`src/rtl/kht_pkg.sv`:
```
package kht_pkg;

	localparam int NUM_KEYS    = 6;
	localparam int KEY_BYTES   = 8;
	localparam int WIN_DEPTH   = KEY_BYTES;
	localparam int FIFO_DEPTH  = 4;

	localparam int KEY_REG_W   = 64;
	localparam int LEN_REG_W   = 24;
	localparam int STYLE_REG_W = 56;
	localparam int LEN_FIELD_W = 4;
	localparam int CFG_IDX_W   = 3;
	localparam int CFG_DATA_W  = 64;

	localparam int FILL_W  = $clog2(WIN_DEPTH + 1);
	localparam int POS_W   = (WIN_DEPTH > 1) ? $clog2(WIN_DEPTH) : 1;
	localparam int SLOT_W  = $clog2(NUM_KEYS + 1);

	localparam logic [CFG_IDX_W-1:0] REG_KEY_FIRST = CFG_IDX_W'(0);
	localparam logic [CFG_IDX_W-1:0] REG_KEY_LAST  = CFG_IDX_W'(NUM_KEYS - 1);
	localparam logic [CFG_IDX_W-1:0] REG_LENGTHS   = CFG_IDX_W'(6);
	localparam logic [CFG_IDX_W-1:0] REG_STYLES    = CFG_IDX_W'(7);

	localparam int DEFAULT_STYLE_SLOT = 6;

	typedef struct packed {
		logic [7:0] text_byte;
		logic       segment_end;
	} text_word_t;

	typedef struct packed {
		logic [7:0] byte_value;
		logic [7:0] byte_style;
		logic       last_of_segment;
	} tag_word_t;

	typedef struct packed {
		logic [NUM_KEYS-1:0][KEY_REG_W-1:0] keys;
		logic [LEN_REG_W-1:0]               lengths;
		logic [STYLE_REG_W-1:0]             styles;
	} cfg_t;

	function automatic logic [7:0] fold_case(input logic [7:0] c);
		if (c inside {[8'h41:8'h5A]}) begin
			return c + 8'h20;
		end
		return c;
	endfunction

endpackage

```
`src/rtl/kht_front.sv`:
```
module kht_front (
	input  logic              clk,
	input  logic              arst_n,
	input  kht_pkg::cfg_t     cfg,
	input  logic              text_valid,
	output logic              text_ready,
	input  kht_pkg::text_word_t text,
	output logic              push_valid,
	input  logic              push_ready,
	output kht_pkg::tag_word_t push_word
);
	import kht_pkg::*;

	logic [7:0]             win_q [WIN_DEPTH];
	logic [WIN_DEPTH-1:0]   lst_q;
	logic [FILL_W-1:0]      fill_q;
	logic [POS_W-1:0]       cov_rem_q;
	logic [7:0]             cov_style_q;

	logic [7:0]             win_n [WIN_DEPTH];
	logic [WIN_DEPTH-1:0]   lst_n;
	logic [WIN_DEPTH-1:0]   vmask;
	logic                   seg_end;
	logic                   full;
	logic [FILL_W-1:0]      avail;
	logic [LEN_FIELD_W-1:0] key_len [NUM_KEYS];
	logic [NUM_KEYS-1:0]    hit;
	logic                   any_hit;
	logic [SLOT_W-1:0]      sel;
	logic [LEN_FIELD_W-1:0] hit_len;
	logic [7:0]             style;
	logic                   emit;
	logic                   acc;
	logic [FILL_W-1:0]      fill_after;
	logic [POS_W-1:0]       wr_pos;

	// extent of the current segment inside the window
	always_comb begin
		avail = fill_q;
		seg_end = 1'b0;
		for (int i = WIN_DEPTH - 1; i >= 0; i--) begin
			vmask[i] = FILL_W'(i) < fill_q;
			if (vmask[i] && lst_q[i]) begin
				avail = FILL_W'(i + 1);
				seg_end = 1'b1;
			end
		end
	end

	// all slots against the window in parallel
	always_comb begin
		for (int k = 0; k < NUM_KEYS; k++) begin
			key_len[k] = cfg.lengths[LEN_FIELD_W*k +: LEN_FIELD_W];
			hit[k] = (key_len[k] != '0) && (key_len[k] <= LEN_FIELD_W'(KEY_BYTES))
				&& (key_len[k] <= LEN_FIELD_W'(avail));
			for (int i = 0; i < KEY_BYTES; i++) begin
				if (LEN_FIELD_W'(i) < key_len[k]
					&& fold_case(cfg.keys[k][8*i +: 8]) != fold_case(win_q[i])) begin
					hit[k] = 1'b0;
				end
			end
		end
	end

	// lowest slot wins; a running keyword cover keeps its style, and no hit gives the default style
	always_comb begin
		any_hit = 1'b0;
		sel = '0;
		for (int k = NUM_KEYS - 1; k >= 0; k--) begin
			if (hit[k]) begin
				any_hit = 1'b1;
				sel = SLOT_W'(k);
			end
		end
		hit_len = key_len[sel];
		if (cov_rem_q != '0) begin
			style = cov_style_q;
		end else if (any_hit) begin
			style = cfg.styles[8*sel +: 8];
		end else begin
			style = cfg.styles[8*DEFAULT_STYLE_SLOT +: 8];
		end
	end

	assign full       = fill_q == FILL_W'(WIN_DEPTH);
	assign push_valid = (fill_q != '0) && (full || seg_end);
	assign emit       = push_valid && push_ready;
	assign text_ready = !full || emit;
	assign acc        = text_valid && text_ready;
	assign fill_after = fill_q - FILL_W'(emit);
	assign wr_pos     = fill_after[POS_W-1:0];

	assign push_word.byte_value      = win_q[0];
	assign push_word.byte_style      = style;
	assign push_word.last_of_segment = lst_q[0];

	always_comb begin
		for (int i = 0; i < WIN_DEPTH; i++) begin
			win_n[i] = win_q[i];
		end
		lst_n = lst_q;
		if (emit) begin
			for (int i = 0; i < WIN_DEPTH - 1; i++) begin
				win_n[i] = win_q[i + 1];
			end
			lst_n = lst_q >> 1;
		end
		if (acc) begin
			win_n[wr_pos] = text.text_byte;
			lst_n[wr_pos] = text.segment_end;
		end
	end

	always_ff @(posedge clk) begin
		for (int i = 0; i < WIN_DEPTH; i++) begin
			win_q[i] <= win_n[i];
		end
	end

	always_ff @(posedge clk or negedge arst_n) begin
		if (!arst_n) begin
			lst_q       <= '0;
			fill_q      <= '0;
			cov_rem_q   <= '0;
			cov_style_q <= '0;
		end else begin
			lst_q  <= lst_n;
			fill_q <= fill_after + FILL_W'(acc);
			if (emit) begin
				if (lst_q[0]) begin
					cov_rem_q <= '0;
				end else if (cov_rem_q != '0) begin
					cov_rem_q <= cov_rem_q - POS_W'(1);
				end else if (any_hit) begin
					cov_rem_q   <= POS_W'(hit_len - LEN_FIELD_W'(1));
					cov_style_q <= style;
				end
			end
		end
	end

endmodule

```
`src/rtl/kht_fifo.sv`:
```
module kht_fifo (
	input  logic               clk,
	input  logic               arst_n,
	input  logic               push_valid,
	output logic               push_ready,
	input  kht_pkg::tag_word_t push_word,
	output logic               pop_valid,
	input  logic               pop_ready,
	output kht_pkg::tag_word_t pop_word
);
	import kht_pkg::*;

	localparam int PTR_W = $clog2(FIFO_DEPTH);
	localparam int CNT_W = $clog2(FIFO_DEPTH + 1);

	tag_word_t         mem_q [FIFO_DEPTH];
	logic [PTR_W-1:0]  wr_ptr_q;
	logic [PTR_W-1:0]  rd_ptr_q;
	logic [CNT_W-1:0]  cnt_q;
	logic              push;
	logic              pop;

	assign push_ready = cnt_q != CNT_W'(FIFO_DEPTH);
	assign pop_valid  = cnt_q != '0;
	assign pop_word   = mem_q[rd_ptr_q];
	assign push       = push_valid && push_ready;
	assign pop        = pop_valid && pop_ready;

	always_ff @(posedge clk) begin
		if (push) begin
			mem_q[wr_ptr_q] <= push_word;
		end
	end

	always_ff @(posedge clk or negedge arst_n) begin
		if (!arst_n) begin
			wr_ptr_q <= '0;
			rd_ptr_q <= '0;
			cnt_q    <= '0;
		end else begin
			if (push) begin
				wr_ptr_q <= wr_ptr_q + PTR_W'(1);
			end
			if (pop) begin
				rd_ptr_q <= rd_ptr_q + PTR_W'(1);
			end
			cnt_q <= cnt_q + CNT_W'(push) - CNT_W'(pop);
		end
	end

endmodule

```
`src/rtl/keyword_highlight_tagger.sv`:
```
// channel  | signals                     | word
// text     | text_valid / text_ready     | text_byte, segment_end
// tag      | tag_valid / tag_ready       | byte_value, byte_style, last_of_segment
// cfg      | cfg_we, cfg_index, cfg_wdata| one register per write, no wait
//
// one word per cycle in and out once the window is primed, while the tag side keeps taking words
// a byte leaves the eight-byte window when seven later bytes or its segment end
// are in and the queue has room, then passes through the four-word queue
// text stalls only while the window is full and the queue is full
// reset clears window fill, keyword cover, queue and all config registers
module keyword_highlight_tagger (
	input  logic                                clk,
	input  logic                                arst_n,
	input  logic                                text_valid,
	output logic                                text_ready,
	input  kht_pkg::text_word_t                 text,
	output logic                                tag_valid,
	input  logic                                tag_ready,
	output kht_pkg::tag_word_t                  tag,
	input  logic                                cfg_we,
	input  logic [kht_pkg::CFG_IDX_W-1:0]       cfg_index,
	input  logic [kht_pkg::CFG_DATA_W-1:0]      cfg_wdata
);
	import kht_pkg::*;

	cfg_t      cfg_q;
	logic      push_valid;
	logic      push_ready;
	tag_word_t push_word;

	always_ff @(posedge clk or negedge arst_n) begin
		if (!arst_n) begin
			cfg_q <= '0;
		end else if (cfg_we) begin
			if (cfg_index inside {[REG_KEY_FIRST:REG_KEY_LAST]}) begin
				cfg_q.keys[cfg_index] <= cfg_wdata[KEY_REG_W-1:0];
			end else if (cfg_index == REG_LENGTHS) begin
				cfg_q.lengths <= cfg_wdata[LEN_REG_W-1:0];
			end else if (cfg_index == REG_STYLES) begin
				cfg_q.styles <= cfg_wdata[STYLE_REG_W-1:0];
			end
		end
	end

	kht_front u_front (
		.clk        (clk),
		.arst_n     (arst_n),
		.cfg        (cfg_q),
		.text_valid (text_valid),
		.text_ready (text_ready),
		.text       (text),
		.push_valid (push_valid),
		.push_ready (push_ready),
		.push_word  (push_word)
	);

	kht_fifo u_fifo (
		.clk        (clk),
		.arst_n     (arst_n),
		.push_valid (push_valid),
		.push_ready (push_ready),
		.push_word  (push_word),
		.pop_valid  (tag_valid),
		.pop_ready  (tag_ready),
		.pop_word   (tag)
	);

endmodule

```
`config.mk`:
```
export PLATFORM = sky130hd
export DESIGN_NAME = keyword_highlight_tagger
export DESIGN_NICKNAME = d
export VERILOG_FILES = /design/src/rtl/kht_pkg.sv /design/src/rtl/kht_front.sv /design/src/rtl/kht_fifo.sv /design/src/rtl/keyword_highlight_tagger.sv
export SDC_FILE = /design/constraint.sdc
export NUM_CORES = 1
export LEC_CHECK = 0
export BUFFER_PORTS_ARGS = -buffer_cell sky130_fd_sc_hd__buf_2
export CAP_MARGIN = 25
export CORE_ASPECT_RATIO = 1.4
export CORE_UTILIZATION = 23
export CTS_CLUSTER_DIAMETER = 80
export DETAILED_ROUTE_END_ITERATION = 8
export SETUP_SLACK_MARGIN = 0.02
export SKIP_CTS_REPAIR_TIMING = 1
export SYNTH_ARGS = -nofsm -noshare
export SYNTH_HDL_FRONTEND = slang
export SYNTH_SLANG_ARGS = --single-unit
```
`constraint.sdc`:
```
create_clock -name clk -period 5.3 [get_ports clk]
set_clock_uncertainty 0.05 [all_clocks]
set_input_delay 0 -clock clk [delete_from_list [all_inputs] [get_ports clk]]
set_output_delay 0 -clock clk [all_outputs]
set_load 0.005 [all_outputs]
```
=== After elaboration in Yosys (flattened, before gate mapping) ===
Memories as Yosys holds them, arrays and structs flattened.
Index checks and enable logic that the tools add are counted.

* Add/subtract/negate cells: 64
* Magnitude comparators: 189
* Equal/unequal tests: 52
* Shift operators: 1
* Muxes and demuxes: 267
* Bitwise logic cells: 6
* Reductions and logical operators: 150

{| class="wikitable"
|+ Operator list
! cell !! number
|-
| $mux W8 || 117
|-
| $add A8 B6 Y8 const B || 56
|-
| $ge A8 B7 Y1 const B || 56
|-
| $le A8 B7 Y1 const B || 56
|-
| $bwmux W384 || 1
|-
| $ne A8 B8 Y1 || 48
|-
| $demux W64 S3 || 1
|-
| $logic_and A1 B1 Y1 || 132
|-
| $mux W64 || 2
|-
| $mux W1 || 121
|-
| $lt A3 B4 Y1 const A || 28
|-
| $bwmux W64 || 1
|-
| $lt A1 B4 Y1 const A || 14
|-
| $lt A2 B4 Y1 const A || 14
|-
| $mux W56 || 1
|-
| $shiftx A56 B7 Y8 || 1
|-
| $mux W3 || 11
|-
| $mux W4 || 8
|-
| $reduce_bool A4 Y1 || 7
|-
| $demux W8 S3 || 1
|-
| $le A4 B4 Y1 || 6
|-
| $le A4 B4 Y1 const B || 6
|-
| $bmux W4 S3 || 1
|-
| $ge A3 B1 Y1 const B || 3
|-
| 23 further kinds || 37
|}

* Register bits after elaboration: 494
* RAM bits: 132
* Word-level logic and storage cells: 746
* Memories: 2

{| class="wikitable"
|+ Memory list
! memory !! words !! width !! rd ports !! clocked after Yosys merged registers in !! write ports !! RTL line !! RTL
|-
| u_fifo.mem_q || 4 || 17 || 1 || 0 || 1 || kht_fifo.sv:16 || <nowiki>tag_word_t mem_q [FIFO_DEPTH];</nowiki>
|-
| u_front.win_q || 8 || 8 || 8 || 0 || 8 || kht_front.sv:14 || <nowiki>logic [7:0] win_q [WIN_DEPTH];</nowiki>
|}

=== Longest topological paths before layout ===
* Depth after elaboration: 34
* Gate-level depth with buffers: 27
* Depth with buffers taken out: 24

=== Cells and area by module ===
Synthesis repeated with hierarchy kept, for this count alone.

* Cells, all modules: 3103
* Area total of the unflattened synthesis: 35390.2 um^2

{| class="wikitable"
|+ By module, submodules not included
! module !! times used !! cells each !! area an instance (um^2) !! seq. area each (um^2)
|-
| keyword_highlight_tagger || 1 || 986 || 17682.0 || 11611.1
|-
| kht_front || 1 || 1987 || 14742.9 || 1936.9
|-
| kht_fifo || 1 || 130 || 2965.3 || 2217.1
|}

=== Worst setup path before layout ===
Ideal clock, no wire load.

* Kind: reg2reg
* Start point: register u_front.fill_q[0]
* End point: register u_front.cov_rem_q[2]
* Setup time: 87 ps
* Arrival time: 4679 ps
* Data required time: 5163 ps
* Path slack: 484 ps
* Stages on the path, launching flop included: 26
* Cells stage by stage: dfrtp_1 > clkbuf_1 > or3_1 > a21oi_1 > nor2_1 > o22ai_1 > nand2_1 > ha_1 > nor2b_1 > o21a_1 > o21a_1 > o21ai_0 > nand3_1 > a311o_1 > nor4_1 > a22o_1 > o211ai_1 > buf_2 > buf_4 > a21oi_1 > mux2i_1 > a21oi_1 > ha_1 > inv_1 > or3_1 > o211ai_1

* Longest elaborated chain between the ends: 34

{| class="wikitable"
|+ Ends and longest elaborated chain
! what !! RTL line !! RTL
|-
| from (decl) || kht_front.sv:16 || <nowiki>logic [FILL_W-1:0] fill_q;</nowiki>
|-
| from (signal assigned) || kht_front.sv:128 || <nowiki>fill_q <= fill_after + FILL_W'(acc);</nowiki>
|-
| $lt A3 B4 Y1 || kht_front.sv:42 || <nowiki>vmask[i] = FILL_W'(i) < fill_q;</nowiki>
|-
| $logic_and A1 B1 Y1 || kht_front.sv:43 || <nowiki>if (vmask[i] && lst_q[i]) begin</nowiki>
|-
| $mux W4 (8 in a row) || kht_front.sv:43 ||
|-
| $le A4 B4 Y1 || kht_front.sv:55 || <nowiki>&& (key_len[k] <= LEN_FIELD_W'(avail));</nowiki>
|-
| $logic_and A1 B1 Y1 || kht_front.sv:55 ||
|-
| $mux W1 (8 in a row) || kht_front.sv:57 || <nowiki>if (LEN_FIELD_W'(i) < key_len[k]</nowiki>
|-
| $mux W3 (6 in a row) || kht_front.sv:70 || <nowiki>if (hit[k]) begin</nowiki>
|-
| $not A3 Y4 (not written as such) || kht_front.sv:75 || <nowiki>hit_len = key_len[sel];</nowiki>
|-
| $bmux W4 S3 || kht_front.sv:75 ||
|-
| $mux W3 (not written as such) (2 in a row) || kht_front.sv:75 ||
|-
| $sub A3 B1 Y3 || kht_front.sv:135 || <nowiki>cov_rem_q <= POS_W'(hit_len - LEN_FIELD_W'(1));</nowiki>
|-
| $mux W3 || kht_front.sv:134 || <nowiki>end else if (any_hit) begin</nowiki>
|-
| $mux W3 || kht_front.sv:132 || <nowiki>end else if (cov_rem_q != '0) begin</nowiki>
|-
| $mux W3 || kht_front.sv:130 || <nowiki>if (lst_q[0]) begin</nowiki>
|-
| to (signal assigned) || kht_front.sv:133 || <nowiki>cov_rem_q <= cov_rem_q - POS_W'(1);</nowiki>
|-
| to (signal assigned) || kht_front.sv:135 ||
|-
| to (decl) || kht_front.sv:17 || <nowiki>logic [POS_W-1:0] cov_rem_q;</nowiki>
|}

Parallel ways exist; a longest one is shown, timed or not. The select of a mux whose other input is x is not followed.
A chain may end at the register's enable or synchronous reset.

==> reports/qor.yml <==
sta:
  finalHoldViolCount: 1
  min_period_ps: 5049
  setup_viol: 0
  period_share: 0.9527
  tightestPinTransition_ps: 1086
  tns_ps: 0
  max_slew_margin: 0.2762
  finalMaxSlewViolations: 0
  rsz0062_at_grt: "false"
  holdWs_ps: -40.37
  max_freq_mhz: 198.0
final_layout:
  final_common_cell: "dfrtp_1"
  num-fill-cells: 15610
  final_cell_mix: "dfrtp_1 (494), mux2_2 (439), nand2_1 (261)"
  design_area_mm2: 0.04144
  nNetsFinal: 3611
  syn2layout_area_growth_pct: 18.43
  drive_gt1_frac: 0.2477
worst_hold_path:
  hold_depth: 4
  hp-class: "in -> reg"
  hp-start: "cfg_index[0]"
  hold_end: "cfg_q[229]"
setup_path:
  cp_num_buf_inv: 1
  crit_path_start_kind: "flop"
  r2r-end: "u_fifo.mem_q[0][2]"
  crit_family: "simple AND/OR/NAND/NOR gates"
  path_class: "reg -> reg"
  arrival_ps: 5350
  r2r_slack_ps: 250
  cpPeakStageDelay_ps: 580
  cp-end-kind: "flop"
  crit_path_frequent_cell: "a21oi_1"
  crit_slowest_cell: "nor4_1"
  critPathRequiredTime_ps: 5600
  rr_startpoint: "u_front.fill_q[1]"
  path_max_fanout: 6
  timing.reg2reg.worst_path_depth: 20
  crit_chain: "or3_1, a21oi_1, nor2_1, o22ai_1, nand2_1, buf_4, ha_1, nor2b_1, o21ai_0, nand2b_1, a21oi_1, a41o_1, nand3_1, nor4_1, a32oi_2, o211ai_2, mux2_2, mux4_2, mux2i_1, o21ai_1"
  cp-startpoint: "u_front.fill_q[1]"
cts:
  clk_latency_ps: 660
  cts_max_level: 2
  path_clk_slew_ps: 60
  clk_path_buf_depth: 3
  root_buffer: "clkbuf_16"
  cts_buffers: 58
  cts_tree: "yes"
  clock-sinks: 626
yosys:
  syn-cell-area_mm2: 0.03499
  synth_edf_count: 76
  ys_seq_area_frac: 0.4505
  synth_flop_cell: "dfrtp_1"
  syn-instance-count: 3216
  ys.warnings.count: 0
  synth_nets: 3389
  synthArstFlopShare: 0.7891
  ys_ff_latch: 626
  syn_area_per_cell_um2: 10.88
  yosysUniqueCellTypes: 105
power:
  p_leak_nw: 16.60
  power_density_mw_per_mm2: 547.4
  ir_drop_mv: 0.4479
place:
  port_buffers: 99
  hpwl_mm: 80.53
  gp_congestion: 0.9097
  place_area_mm2: 0.03842
floorplan:
  fp.dieH_um: 463.5
  dieArea_mm2: 0.1537
  core_mm2: 0.1512
  die_w_um: 331.7
  rows: 169
  pin_count: 100
  start_util: 0.2314
global_route:
  grt_pass1_vias: 25710
  antenna_found_initial: 24
  grt_max_degree: 144
  grt_pass1_wl_mm: 163.7
  grt_remaining_overflow: 0
  track_usage: 0.1390
job:
  maxCapViolCount: 0
outcome:
  violations: "design-rule violations, negative hold slack"
  run_status: "finished with violations"
drt:
  avgViaCountPerCell: 4.750
  post-route-drc-count: 4
  wl_per_cell_um: 19.85
  wirelength_mm: 108.5
  drtIter0Drc: 1490
  antenna_left: 0
  vias: 25960
  dr.pass1.iters: 9
-- how the worst max path moves through the flow --
stage | endpoint | depth (start not counted)
floorplan | u_front.cov_rem_q[2] | 25
global placement | u_fifo.mem_q[0][6] | 23
detailed placement | u_fifo.mem_q[3][6] | 23
CTS | u_fifo.mem_q[2][6] | 23
global route | u_fifo.mem_q[2][6] | 25
finish | u_fifo.mem_q[0][2] | 20
-- power by group --
part | leakage [nW] | switching (mW) | total (mW) | internal (mW)
sequential | 7.14 | 1.52 | 7.94 | 6.41
combinational | 8.42 | 5.59 | 10.0 | 4.45
clock | 1.03 | 1.99 | 4.70 | 2.71
total | 16.6 | 9.11 | 22.7 | 13.6
-- state kept, by name (all words and copies together), names as in the netlist --
signal,count
u_fifo.cnt_q,3
cfg_q,464
u_front.cov_rem_q,3
u_fifo.mem_q,68
u_front.cov_style_q,8
u_front.fill_q,4
u_fifo.rd_ptr_q,2
u_front.win_q,64
u_front.lst_q,8
u_fifo.wr_ptr_q,2
-- kinds of logic after synthesis --
| group | share of synthesized area |
|---|---|
| AND/OR/NAND/NOR | 0.1088 |
| XOR/XNOR | 0.09587 |
| AO/OA/AOI/OAI | 0.1168 |
| adder cells (fa/ha/maj) | 0.03311 |
| multiplexers | 0.1670 |
| buffers and inverters | 0.02793 |
| flip-flops | 0.4505 |
-- worst reg2reg max path, stage by stage, from the launching register on --
cell	delay [ps]
dfrtp_1	380
or3_1	380
a21oi_1	190
nor2_1	80
o22ai_1	160
nand2_1	110
buf_4	190
ha_1	290
nor2b_1	130
o21ai_0	130
nand2b_1	70
a21oi_1	150
a41o_1	120
nand3_1	80
nor4_1	580
a32oi_2	270
o211ai_2	220
mux2_2	390
mux4_2	470
mux2i_1	150
o21ai_1	160
-- Yosys cell counts (all sizes together) (88+ instances only) --
library cell	count	area, µm²
nor2	152	573.1
clkbuf	108	406.6
inv	90	337.8
xnor2	202	1769
ha	91	1139
nor3	135	680.7
dfrtp	494	12360
a31oi	88	578.1
xor2	181	1585
o21ai	100	500.5
nand2	261	979.7
a21oi	95	483.0
mux2	441	4974
-- layer usage --
metal / vias to the layer above / share of wire / GRT usage
met5: - / 0.0013 / 0
li1: 12140 / - / -
met3: 223 / 0.046 / 0.03150
met4: 24 / 0.056 / 0.07188
met1: 13000 / 0.40 / 0.1539
met2: 579 / 0.50 / 0.2468
-- area by class of cell --
class | instances | area (µm²) | share of cell area
multi-input combinational | 2349 | 18350 | 0.4428
sequential | 626 | 15770 | 0.3804
tap | 1966 | 2460 | 0.05936
timing repair buffer | 312 | 2352 | 0.05676
clock buffer | 77 | 1665 | 0.04019
clock inverter | 33 | 476.7 | 0.01150
inverter | 91 | 341.6 | 0.008243
antenna | 12 | 30.03 | 0.0007246
-- per-stage QoR --
stage | worst slack [ps] | power (mW) | instances | util
after global placement | 270.9 | 17.71 | 5266 | 0.2541
after detailed placement | 162.3 | 17.97 | 5266 | 0.2541
after global routing | 22.64 | 24.16 | 5464 | 0.2741
final | 250.7 | 22.68 | 5466 | 0.2741
after floorplan | 484.4 | 14.64 | 3216 | -
after CTS | 130.4 | 22.75 | 5376 | 0.2683
No activity file was read; power rests on OpenSTA's default activity.
